## config.mk

```make
export PLATFORM = sky130hd
export DESIGN_NAME = tilt_quarter_hysteresis
export DESIGN_NICKNAME = d
export VERILOG_FILES = /design/src/rtl/core/thq_pkg.sv /design/src/rtl/core/thq_prep.sv /design/src/rtl/core/thq_cell.sv /design/src/rtl/core/thq_decide.sv /design/src/rtl/core/tilt_quarter_hysteresis.sv
export SDC_FILE = /design/constraint.sdc
export NUM_CORES = 2
export LEC_CHECK = 0
export BUFFER_PORTS_ARGS = -buffer_cell sky130_fd_sc_hd__clkbuf_2
export CORE_MARGIN = 2
export CORE_UTILIZATION = 39
export CTS_CLUSTER_DIAMETER = 150
export DETAILED_ROUTE_END_ITERATION = 7
export MAX_ROUTING_LAYER = met4
export PLACE_DENSITY_LB_ADDON = 0.3
export SETUP_SLACK_MARGIN = 0.1
export SLEW_MARGIN = 20
export SYNTH_ARGS = -nofsm -noshare
export SYNTH_HDL_FRONTEND = slang
export SYNTH_SLANG_ARGS = --single-unit
```

## constraint.sdc

```tcl
create_clock -name clock -period 11.6 [get_ports clock]
set_input_delay 2.32 -clock clock [delete_from_list [all_inputs] [get_ports clock]]
set_output_delay 2.32 -clock clock [all_outputs]
set_load 0.02 [all_outputs]
```

## src/rtl/core/thq_pkg.sv

```systemverilog
`timescale 1ns / 1ps
`default_nettype none
// ----------------------------------------------------------------------------
// thq_pkg
// Shared constants, types and the arctangent table of the tilt quarter block.
// ----------------------------------------------------------------------------
package thq_pkg;

   localparam int CORDIC_STAGES_DEF   = 16;
   localparam int ANGLE_FRAC_BITS_DEF = 8;

   localparam int VEC_W      = 19;
   localparam int Z_INT_BITS = 10;
   localparam int MIN_MAG_W  = 15;
   localparam int MIN_SQ_W   = 30;
   localparam int HYS_W      = 14;
   localparam int CSR_IDX_W  = 1;
   localparam int CSR_DATA_W = 15;

   localparam logic [CSR_IDX_W-1:0] CSR_MIN_MAGNITUDE    = 1'b0;
   localparam logic [CSR_IDX_W-1:0] CSR_HYSTERESIS_ANGLE = 1'b1;

   localparam logic [MIN_MAG_W-1:0] MIN_MAG_RESET = 15'd4096;
   localparam logic [HYS_W-1:0]     HYS_RESET     = 14'd2560;

   localparam int ATAN_DEG16 [24] = '{
      2949120, 1740967, 919879, 466945, 234379, 117304, 58666, 29335,
      14668, 7334, 3667, 1833, 917, 458, 229, 115,
      57, 29, 14, 7, 4, 2, 1, 0
   };

   localparam int QUARTER_ANGLE [4] = '{0, 270, 180, 90};

   typedef struct packed {
      logic       hold;
      logic       zero;
      logic [1:0] quarter;
   } thq_tag_type;

   function automatic int atan_step(input int stage, input int frac_bits);
      int drop;
      drop = 16 - frac_bits;
      return (ATAN_DEG16[stage] + (1 << (drop - 1))) >> drop;
   endfunction

endpackage
`default_nettype wire

```

## src/rtl/core/thq_prep.sv

```systemverilog
`timescale 1ns / 1ps
`default_nettype none
// ----------------------------------------------------------------------------
// thq_prep
// Two front stages: fold the vector into the right half plane and square the
// axes, then compare the squared magnitude with the squared minimum.
// ----------------------------------------------------------------------------
module thq_prep #(
   parameter  int ANGLE_FRAC_BITS = thq_pkg::ANGLE_FRAC_BITS_DEF,
   localparam int ZW              = ANGLE_FRAC_BITS + thq_pkg::Z_INT_BITS
) (
   input  logic                                 clock,
   input  logic                                 reset,
   input  logic                                 in_valid,
   output logic                                 in_ready,
   input  logic signed [15:0]                   in_accel_x,
   input  logic signed [15:0]                   in_accel_y,
   input  logic [2:0]                           in_current_quarter,
   input  logic [thq_pkg::MIN_SQ_W-1:0]         min_sq,
   output logic                                 out_valid,
   input  logic                                 out_ready,
   output logic signed [thq_pkg::VEC_W-1:0]     out_x,
   output logic signed [thq_pkg::VEC_W-1:0]     out_y,
   output logic signed [ZW-1:0]                 out_z,
   output thq_pkg::thq_tag_type                 out_tag
);
   import thq_pkg::*;

   localparam logic signed [ZW-1:0] HALF_TURN = ZW'(180 << ANGLE_FRAC_BITS);

   logic                    a_valid_ff;
   logic signed [VEC_W-1:0] a_x_ff;
   logic signed [VEC_W-1:0] a_y_ff;
   logic signed [ZW-1:0]    a_z_ff;
   logic [30:0]             a_sqx_ff;
   logic [30:0]             a_sqy_ff;
   thq_tag_type             a_tag_ff;
   logic                    a_ready;

   logic                    b_valid_ff;
   logic signed [VEC_W-1:0] b_x_ff;
   logic signed [VEC_W-1:0] b_y_ff;
   logic signed [ZW-1:0]    b_z_ff;
   thq_tag_type             b_tag_ff;
   logic                    b_ready;

   logic signed [VEC_W-1:0] x_ext;
   logic signed [VEC_W-1:0] y_ext;
   logic signed [31:0]      x_wide;
   logic signed [31:0]      y_wide;
   logic signed [31:0]      x_prod;
   logic signed [31:0]      y_prod;
   logic                    neg;
   logic signed [VEC_W-1:0] a_x_in;
   logic signed [VEC_W-1:0] a_y_in;
   logic signed [ZW-1:0]    a_z_in;
   thq_tag_type             a_tag_in;
   logic [31:0]             mag_sq;
   thq_tag_type             b_tag_in;

   assign a_ready  = !a_valid_ff || b_ready;
   assign b_ready  = !b_valid_ff || out_ready;
   assign in_ready = a_ready;

   always_comb begin
      x_ext  = VEC_W'(in_accel_x);
      y_ext  = VEC_W'(in_accel_y);
      x_wide = 32'(in_accel_x);
      y_wide = 32'(in_accel_y);
      x_prod = x_wide * x_wide;
      y_prod = y_wide * y_wide;
      neg    = in_accel_x[15];
      a_x_in = neg ? -x_ext : x_ext;
      a_y_in = neg ? -y_ext : y_ext;
      a_z_in = neg ? HALF_TURN : '0;
      a_tag_in.hold    = 1'b0;
      a_tag_in.zero    = (in_accel_x == 16'sd0) && (in_accel_y == 16'sd0);
      a_tag_in.quarter = in_current_quarter[2] ? 2'd0 : in_current_quarter[1:0];
   end

   always_comb begin
      mag_sq   = {1'b0, a_sqx_ff} + {1'b0, a_sqy_ff};
      b_tag_in = a_tag_ff;
      b_tag_in.hold = mag_sq < {2'b00, min_sq};
   end

   always_ff @(posedge clock) begin
      if (reset) begin
         a_valid_ff <= 1'b0;
         b_valid_ff <= 1'b0;
      end else begin
         if (a_ready) begin
            a_valid_ff <= in_valid;
         end
         if (b_ready) begin
            b_valid_ff <= a_valid_ff;
         end
      end
      if (a_ready && in_valid) begin
         a_x_ff   <= a_x_in;
         a_y_ff   <= a_y_in;
         a_z_ff   <= a_z_in;
         a_sqx_ff <= x_prod[30:0];
         a_sqy_ff <= y_prod[30:0];
         a_tag_ff <= a_tag_in;
      end
      if (b_ready && a_valid_ff) begin
         b_x_ff   <= a_x_ff;
         b_y_ff   <= a_y_ff;
         b_z_ff   <= a_z_ff;
         b_tag_ff <= b_tag_in;
      end
   end

   assign out_valid = b_valid_ff;
   assign out_x     = b_x_ff;
   assign out_y     = b_y_ff;
   assign out_z     = b_z_ff;
   assign out_tag   = b_tag_ff;

endmodule
`default_nettype wire

```

## src/rtl/core/thq_cell.sv

```systemverilog
`timescale 1ns / 1ps
`default_nettype none
// ----------------------------------------------------------------------------
// thq_cell
// One vectoring CORDIC cell: rotate toward the x axis by the fixed angle of
// its stage and hand the vector and angle sum to the next cell.
// ----------------------------------------------------------------------------
module thq_cell #(
   parameter  int ANGLE_FRAC_BITS = thq_pkg::ANGLE_FRAC_BITS_DEF,
   parameter  int STAGE           = 0,
   localparam int ZW              = ANGLE_FRAC_BITS + thq_pkg::Z_INT_BITS
) (
   input  logic                             clock,
   input  logic                             reset,
   input  logic                             in_valid,
   output logic                             in_ready,
   input  logic signed [thq_pkg::VEC_W-1:0] in_x,
   input  logic signed [thq_pkg::VEC_W-1:0] in_y,
   input  logic signed [ZW-1:0]             in_z,
   input  thq_pkg::thq_tag_type             in_tag,
   output logic                             out_valid,
   input  logic                             out_ready,
   output logic signed [thq_pkg::VEC_W-1:0] out_x,
   output logic signed [thq_pkg::VEC_W-1:0] out_y,
   output logic signed [ZW-1:0]             out_z,
   output thq_pkg::thq_tag_type             out_tag
);
   import thq_pkg::*;

   localparam logic signed [ZW-1:0] STEP = ZW'(atan_step(STAGE, ANGLE_FRAC_BITS));

   logic                    valid_ff;
   logic signed [VEC_W-1:0] x_ff;
   logic signed [VEC_W-1:0] y_ff;
   logic signed [ZW-1:0]    z_ff;
   thq_tag_type             tag_ff;

   logic signed [VEC_W-1:0] xs;
   logic signed [VEC_W-1:0] ys;
   logic signed [VEC_W-1:0] x_in;
   logic signed [VEC_W-1:0] y_in;
   logic signed [ZW-1:0]    z_in;

   assign in_ready = !valid_ff || out_ready;

   always_comb begin
      xs = in_x >>> STAGE;
      ys = in_y >>> STAGE;
      if (!in_y[VEC_W-1]) begin
         x_in = in_x + ys;
         y_in = in_y - xs;
         z_in = in_z + STEP;
      end else begin
         x_in = in_x - ys;
         y_in = in_y + xs;
         z_in = in_z - STEP;
      end
   end

   always_ff @(posedge clock) begin
      if (reset) begin
         valid_ff <= 1'b0;
      end else if (in_ready) begin
         valid_ff <= in_valid;
      end
      if (in_ready && in_valid) begin
         x_ff   <= x_in;
         y_ff   <= y_in;
         z_ff   <= z_in;
         tag_ff <= in_tag;
      end
   end

   assign out_valid = valid_ff;
   assign out_x     = x_ff;
   assign out_y     = y_ff;
   assign out_z     = z_ff;
   assign out_tag   = tag_ff;

`ifndef SYNTHESIS
   a_x_nonneg: assert property (@(posedge clock) disable iff (reset)
      valid_ff |-> !x_ff[VEC_W-1])
      else $error("cordic cell x went negative");
`endif

endmodule
`default_nettype wire

```

## src/rtl/core/thq_decide.sv

```systemverilog
`timescale 1ns / 1ps
`default_nettype none
// ----------------------------------------------------------------------------
// thq_decide
// Wrap the CORDIC angle into one turn, then keep the held quarter for a weak
// sample or within hysteresis, else pick the nearest quarter; drive the result register.
// ----------------------------------------------------------------------------
module thq_decide #(
   parameter  int ANGLE_FRAC_BITS = thq_pkg::ANGLE_FRAC_BITS_DEF,
   localparam int ZW              = ANGLE_FRAC_BITS + thq_pkg::Z_INT_BITS
) (
   input  logic                         clock,
   input  logic                         reset,
   input  logic                         in_valid,
   output logic                         in_ready,
   input  logic signed [ZW-1:0]         in_z,
   input  thq_pkg::thq_tag_type         in_tag,
   input  logic [thq_pkg::HYS_W-1:0]    hysteresis_angle,
   output logic                         out_valid,
   input  logic                         out_ready,
   output logic [1:0]                   out_new_quarter
);
   import thq_pkg::*;

   localparam int AW = ANGLE_FRAC_BITS + 9;
   localparam int SW = HYS_W + ANGLE_FRAC_BITS;
   localparam logic signed [ZW-1:0] FULL_ANGLE = ZW'(360 << ANGLE_FRAC_BITS);
   localparam logic signed [ZW-1:0] HALF_ANGLE = ZW'(180 << ANGLE_FRAC_BITS);
   localparam logic signed [ZW-1:0] BASE_BAND  = ZW'(45 << ANGLE_FRAC_BITS);

   logic              d1_valid_ff;
   logic [AW-1:0]     ang_ff;
   thq_tag_type       d1_tag_ff;
   logic              d1_ready;

   logic              rsp_valid_ff;
   logic [1:0]        rsp_quarter_ff;
   logic              rsp_ready_int;

   logic signed [ZW-1:0] z_wrap;
   logic [AW-1:0]        ang_in;
   logic [SW-1:0]        hys_scaled;
   logic signed [ZW-1:0] band;
   logic signed [ZW-1:0] ang_ext;
   logic signed [ZW-1:0] diff [4];
   logic signed [ZW-1:0] off [4];
   logic signed [ZW-1:0] near_off;
   logic [1:0]           best;
   logic                 keep;
   logic [1:0]           rsp_quarter_in;

   assign rsp_ready_int = !rsp_valid_ff || out_ready;
   assign d1_ready      = !d1_valid_ff || rsp_ready_int;
   assign in_ready      = d1_ready;

   always_comb begin
      z_wrap = in_z[ZW-1] ? in_z + FULL_ANGLE : in_z;
      ang_in = in_tag.zero ? '0 : z_wrap[AW-1:0];
   end

   always_comb begin
      hys_scaled = {hysteresis_angle, {ANGLE_FRAC_BITS{1'b0}}};
      band       = BASE_BAND + ZW'(hys_scaled >> 8);
      ang_ext    = ZW'(ang_ff);
      for (int k = 0; k < 4; k++) begin
         diff[k] = ang_ext - ZW'(QUARTER_ANGLE[k] << ANGLE_FRAC_BITS);
         if (diff[k] > HALF_ANGLE) begin
            diff[k] = diff[k] - FULL_ANGLE;
         end else if (diff[k] <= -HALF_ANGLE) begin
            diff[k] = diff[k] + FULL_ANGLE;
         end
         off[k] = diff[k][ZW-1] ? -diff[k] : diff[k];
      end
      best     = 2'd0;
      near_off = off[0];
      for (int k = 1; k < 4; k++) begin
         if (off[k] < near_off) begin
            near_off = off[k];
            best     = 2'(k);
         end
      end
      keep = d1_tag_ff.hold || (off[d1_tag_ff.quarter] <= band);
      rsp_quarter_in = keep ? d1_tag_ff.quarter : best;
   end

   always_ff @(posedge clock) begin
      if (reset) begin
         d1_valid_ff  <= 1'b0;
         rsp_valid_ff <= 1'b0;
      end else begin
         if (d1_ready) begin
            d1_valid_ff <= in_valid;
         end
         if (rsp_ready_int) begin
            rsp_valid_ff <= d1_valid_ff;
         end
      end
      if (d1_ready && in_valid) begin
         ang_ff    <= ang_in;
         d1_tag_ff <= in_tag;
      end
      if (rsp_ready_int && d1_valid_ff) begin
         rsp_quarter_ff <= rsp_quarter_in;
      end
   end

   assign out_valid       = rsp_valid_ff;
   assign out_new_quarter = rsp_quarter_ff;

`ifndef SYNTHESIS
   a_angle_range: assert property (@(posedge clock) disable iff (reset)
      d1_valid_ff |-> (ZW'(ang_ff) < FULL_ANGLE))
      else $error("wrapped angle outside one turn");

   a_hold_keeps: assert property (@(posedge clock) disable iff (reset)
      (d1_valid_ff && d1_tag_ff.hold && rsp_ready_int) |=>
         (rsp_quarter_ff == $past(d1_tag_ff.quarter)))
      else $error("weak sample did not keep the held quarter");
`endif

endmodule
`default_nettype wire

```

## src/rtl/core/tilt_quarter_hysteresis.sv

```systemverilog
`timescale 1ns / 1ps
`default_nettype none
// ----------------------------------------------------------------------------
// tilt_quarter_hysteresis
// Screen quarter from one accelerometer sample, held with hysteresis.
//
// req_ carries one sample (accel_x, accel_y) and the quarter now held; rsp_
// returns the quarter to hold, one item per request item, in order.
// csr_ writes min_magnitude (index 0) and hysteresis_angle (index 1); it is
// always ready. The user must write it only while no item is in flight; the
// block itself does not enforce this. From request accept to rsp_valid an
// item passes two front stages (fold and square, magnitude compare), one cell
// per CORDIC stage, an angle wrap stage and the result register.
// Throughput is one item per cycle while rsp_ready is high; every stage holds
// one item and moves on whenever the stage after it is empty or moving, so
// bubbles fill in. When the receiver stalls, the result register holds and
// the stages behind it fill up; req_ready drops once all CORDIC_STAGES + 4
// slots are full. Reset empties every stage and loads min_magnitude 4096 and
// hysteresis_angle 2560 (10 degrees); no clearing pass follows.
// ----------------------------------------------------------------------------
module tilt_quarter_hysteresis #(
   parameter int CORDIC_STAGES   = thq_pkg::CORDIC_STAGES_DEF,
   parameter int ANGLE_FRAC_BITS = thq_pkg::ANGLE_FRAC_BITS_DEF
) (
   input  logic                              clock,
   input  logic                              reset,
   input  logic                              req_valid,
   output logic                              req_ready,
   input  logic signed [15:0]                req_accel_x,
   input  logic signed [15:0]                req_accel_y,
   input  logic [2:0]                        req_current_quarter,
   output logic                              rsp_valid,
   input  logic                              rsp_ready,
   output logic [1:0]                        rsp_new_quarter,
   input  logic                              csr_valid,
   output logic                              csr_ready,
   input  logic [thq_pkg::CSR_IDX_W-1:0]     csr_index,
   input  logic [thq_pkg::CSR_DATA_W-1:0]    csr_data
);
   import thq_pkg::*;

   localparam int ZW = ANGLE_FRAC_BITS + Z_INT_BITS;

   logic [MIN_MAG_W-1:0]    min_mag_ff;
   logic [HYS_W-1:0]        hys_ff;
   logic [MIN_SQ_W-1:0]     min_sq_ff;
   logic [2*MIN_MAG_W-1:0]  min_sq_in;

   logic                    c_valid [CORDIC_STAGES+1];
   logic                    c_ready [CORDIC_STAGES+1];
   logic signed [VEC_W-1:0] c_x     [CORDIC_STAGES+1];
   logic signed [VEC_W-1:0] c_y     [CORDIC_STAGES+1];
   logic signed [ZW-1:0]    c_z     [CORDIC_STAGES+1];
   thq_tag_type             c_tag   [CORDIC_STAGES+1];

   assign csr_ready = 1'b1;
   assign min_sq_in = min_mag_ff * min_mag_ff;

   always_ff @(posedge clock) begin
      if (reset) begin
         min_mag_ff <= MIN_MAG_RESET;
         hys_ff     <= HYS_RESET;
      end else if (csr_valid && csr_ready) begin
         case (csr_index)
            CSR_MIN_MAGNITUDE: begin
               min_mag_ff <= csr_data[MIN_MAG_W-1:0];
            end
            CSR_HYSTERESIS_ANGLE: begin
               hys_ff <= csr_data[HYS_W-1:0];
            end
            default: begin
               min_mag_ff <= min_mag_ff;
            end
         endcase
      end
      min_sq_ff <= min_sq_in;
   end

   thq_prep #(
      .ANGLE_FRAC_BITS (ANGLE_FRAC_BITS)
   ) u_prep (
      .clock              (clock),
      .reset              (reset),
      .in_valid           (req_valid),
      .in_ready           (req_ready),
      .in_accel_x         (req_accel_x),
      .in_accel_y         (req_accel_y),
      .in_current_quarter (req_current_quarter),
      .min_sq             (min_sq_ff),
      .out_valid          (c_valid[0]),
      .out_ready          (c_ready[0]),
      .out_x              (c_x[0]),
      .out_y              (c_y[0]),
      .out_z              (c_z[0]),
      .out_tag            (c_tag[0])
   );

   for (genvar i = 0; i < CORDIC_STAGES; i++) begin : g_cell
      thq_cell #(
         .ANGLE_FRAC_BITS (ANGLE_FRAC_BITS),
         .STAGE           (i)
      ) u_cell (
         .clock     (clock),
         .reset     (reset),
         .in_valid  (c_valid[i]),
         .in_ready  (c_ready[i]),
         .in_x      (c_x[i]),
         .in_y      (c_y[i]),
         .in_z      (c_z[i]),
         .in_tag    (c_tag[i]),
         .out_valid (c_valid[i+1]),
         .out_ready (c_ready[i+1]),
         .out_x     (c_x[i+1]),
         .out_y     (c_y[i+1]),
         .out_z     (c_z[i+1]),
         .out_tag   (c_tag[i+1])
      );
   end

   thq_decide #(
      .ANGLE_FRAC_BITS (ANGLE_FRAC_BITS)
   ) u_decide (
      .clock            (clock),
      .reset            (reset),
      .in_valid         (c_valid[CORDIC_STAGES]),
      .in_ready         (c_ready[CORDIC_STAGES]),
      .in_z             (c_z[CORDIC_STAGES]),
      .in_tag           (c_tag[CORDIC_STAGES]),
      .hysteresis_angle (hys_ff),
      .out_valid        (rsp_valid),
      .out_ready        (rsp_ready),
      .out_new_quarter  (rsp_new_quarter)
   );

`ifndef SYNTHESIS
   a_ready_when_empty: assert property (@(posedge clock) disable iff (reset)
      !rsp_valid |-> req_ready)
      else $error("request stalled while the result register is empty");
`endif

endmodule
`default_nettype wire

```

==> results_dict.tcl <==
set metrics [dict create \
    outcome "finished, final reports clean" \
    ys_dominant_reg_cell "edfxtp_1" \
    cp_top_family "compound AO/OA/AOI/OAI gates" \
    timing.hold.worst_endpoint "u_prep.out_y[10]" \
    power.total_mw 19.61 \
    cp-start-kind "register" \
    power_density_mw_per_mm2 181.9 \
    max_freq_mhz 100.5 \
    ctsHoldBuffers 0 \
    rsz0062_at_grt "no" \
    crit_path_max_fanout 16 \
    total_length_of_routed_wires_mm 233.4 \
    cts_htree_levels 4 \
    post_drt_wl_per_cell_um 17.13 \
    globalRouteTotalUtil_pct 18.41 \
    tritoncts_clock_tree "done" \
    cp_data_arrival_time_ps 10560 \
    syn2layout_area_growth_pct 8.594 \
    grt_start_max_net_pins 68 \
    layout-drive-gt1-share_pct 4.544 \
    seq_area_frac_synth_pct 30.77 \
    setup_slack_ps 1650 \
    first_pass_grt_wire_length_mm 376.2 \
    worst_slew_pin_slew_ps 1104 \
    finalHoldViolCount 0 \
    worst_ep_required_time_ps 12210 \
    max-slew-margin-rel_pct 25.44 \
    regToRegStartpoint "u_decide.ang_ff[9]" \
    gp_congestion 0.9244 \
    min_period_over_period_pct 85.78 \
    dp.cells 13391 \
    antenna_violating_nets_post_route 0 \
    delay_of_the_slowest_critical_path_stage_ps 790 \
    routed_via_density 5.247 \
    postLayoutCellArea_mm2 0.1078 \
    reg2reg_depth 41 \
    switching_share_pct 40.17 \
    crit_type "register to register" \
    hold_depth 0 \
    final.hold.worst_slack_ps 408.6 \
    critical-path-top-cell-by-count "o21a_1" \
    ctsResizeCount 0 \
    hold_path_class "register to register" \
    yosysWarnings 0 \
    initial_core_util_pct 39.15 \
    cellInternalPower_mw 11.73 \
    drv_cap 0 \
    cts_inserted_buffers 130 \
    cellLeakagePower_nw 45.84 \
    die_area_mm2 0.2585 \
    min_period_ps 9950 \
    tritoncts_num_sinks 1043 \
    die-height_um 508.4 \
    die_w_um 508.4 \
    drc 0 \
    seqPwrFrac_pct 24.9 \
    rrSetupSlack_ps 1650 \
    core.rowCount 185 \
    detail_route.first_pass.iterations 7 \
    cts_max_path_buffers 3 \
    dp_hpwl_mm 188.3 \
    synth_cell_types 112 \
    endpoint_kind "register" \
    number_of_global_route_vias_before_repair 71619 \
    routed-via-count 71485 \
    postSynthRegisterBits 1043 \
    critPathSlowestCell "edfxtp_1" \
    pwr-share-comb_pct 54.3 \
    timing_max_transition_violations_final 0 \
    grt_remaining_overflow 0 \
    syn-instance-count 10093 \
    place_worst_setup_slack_ps 1302 \
    total_switching_power_mw 7.876 \
    clk_slew_on_worst_s_h_paths_ps 70 \
    boundary_pins 61 \
    placeableCoreArea_mm2 0.2535 \
    cts.root.buffer_cell "clkbuf_16" \
    post_layout_nonfiller_instances 13624 \
    report.final.setup_viol 0 \
    dpl_cell_area_mm2 0.1035 \
    finalSetupTns_ps 0 \
    synthArstFlopShare_pct 0 \
    postCtsSetupRepairBufs 0 \
    share_clk_of_total_power_pct 20.8 \
    clock_skew_ps 36.87 \
    synth_edf_count 965 \
    initial_antenna_violation_count 6 \
    final_nets 12010 \
    peak_vdd_ir_mv 0.5302 \
    synthesis.area_mm2 0.09924 \
    crit-reg2reg-capture "u_decide.out_new_quarter[0]" \
    crit_path_buf_inv_count 1 \
    min-delay-start "u_prep.a_y_ff[10]" \
    syn_area_per_cell_um2 9.833 \
    final_core_utilization_pct 42.52 \
    later_pin_clock_latency_in_the_skew_report_ps 800 \
    place.port_buffers 59 \
    dr.first_iter.drc_count 3888 \
]
## cell families after synthesis
group,synth area share [%]
other cells,0.007567
fa+ha+maj,27.52
flops,30.77
compound gates,12.59
mux,1.094
xor+xnor,8.815
buf+inv,5.382
simple gates,13.82
## state kept, by name (all words and copies together) (netlist names), 3 cells and up
name	count
u_prep.out_y	19
u_prep.out_x	19
u_prep.a_x_ff	18
g_cell.u_cell.out_y	248
g_cell.u_cell.out_z	256
u_prep.a_sqx_ff	30
g_cell.u_cell.out_tag	64
g_cell.u_cell.out_valid	16
hys_ff	14
min_sq_ff	29
u_prep.a_tag_ff	3
u_decide.ang_ff	16
u_prep.a_sqy_ff	30
u_prep.a_y_ff	18
g_cell.u_cell.out_x	233
min_mag_ff	15
u_decide.d1_tag_ff	3
u_prep.out_tag	4
## Yosys cell counts, drive strengths merged (182+ instances only)
master	instances	share of area (%)
inv	1188	4.5
edfxtp	965	29
fa	643	13
and2	182	1.1
ha	1154	15
nor3	311	1.6
xnor2	722	6.4
a21oi	572	2.9
nand2	598	2.3
nor2	935	3.5
xor2	276	2.4
o21ai	376	1.9
## power by group through the flow
stage / registers (mW) / clock network, mW / logic [mW]
floorplan: 4.88 / 0 / 7.97
global placement: 4.96 / 0 / 10.4
detailed placement: 4.96 / 0 / 10.6
CTS: 4.88 / 4.21 / 10.7
global route: 4.89 / 4.35 / 12.1
finish: 4.88 / 4.08 / 10.6
## worst max-delay path by stage
stage | from | endpoint | slack [ps] | cells after the start
after global placement | req_accel_y[15] | u_prep.a_sqy_ff[30] | 1460 | 20
after global routing | u_decide.ang_ff[9] | u_decide.out_new_quarter[0] | 940 | 41
after detailed placement | req_accel_y[15] | u_prep.a_sqy_ff[30] | 1300 | 20
after floorplan | rsp_ready | u_prep.a_sqx_ff[0] | 2270 | 10
final | u_decide.ang_ff[9] | u_decide.out_new_quarter[0] | 1650 | 41
after CTS | u_decide.ang_ff[9] | u_decide.out_new_quarter[0] | 1630 | 41
## cell usage in the layout (no fill, tap or decap), types with 21 or more instances in the layout
| master | n |
|---|---|
| inv_1 | 1184 |
| ha_1 | 1154 |
| edfxtp_1 | 965 |
| nor2_1 | 934 |
| xnor2_1 | 722 |
| fa_1 | 643 |
| nand2_1 | 598 |
| a21oi_1 | 569 |
| o21ai_0 | 373 |
| nor3_1 | 310 |
| xor2_1 | 275 |
| nand3_1 | 179 |
| and2_1 | 177 |
| nor2b_1 | 166 |
| o21a_1 | 145 |
| a21o_1 | 133 |
| clkbuf_16 | 132 |
| or3_1 | 119 |
| and3_1 | 109 |
| nand2b_1 | 81 |
| dfxtp_1 | 78 |
| a211oi_1 | 76 |
| o21bai_1 | 71 |
| o41ai_1 | 65 |
| a31oi_1 | 61 |
| clkbuf_2 | 59 |
| nor4_1 | 49 |
| a21boi_0 | 49 |
| o31ai_1 | 47 |
| buf_4 | 46 |
| or2_2 | 44 |
| mux2i_1 | 44 |
| mux2_2 | 30 |
| o31a_1 | 30 |
| o211ai_1 | 29 |
| clkinv_1 | 28 |
| clkbuf_1 | 24 |
| nor3b_1 | 22 |
| o211a_1 | 21 |
## final cells by class
class	count	area, um2
tap	3366	4212
inverter	1201	4512
timing repair buffer	105	640.6
multi-input combinational	7676	63570
clock inverter	73	880.8
clock buffer	157	3407
sequential	1043	30540
antenna	3	7.507
fill	24138	145700
## metal layers
layer | vias to the layer above | global-route usage [%] | wire [um]
met1 | 34514 | 22.82 | 103000
met4 | 0 | 6.812 | 8857
met3 | 413 | 2.085 | 8720
met2 | 1340 | 30.87 | 112800
met5 | - | - | 0
li1 | 35218 | - | -
Power figures use the tool's default switching activity.
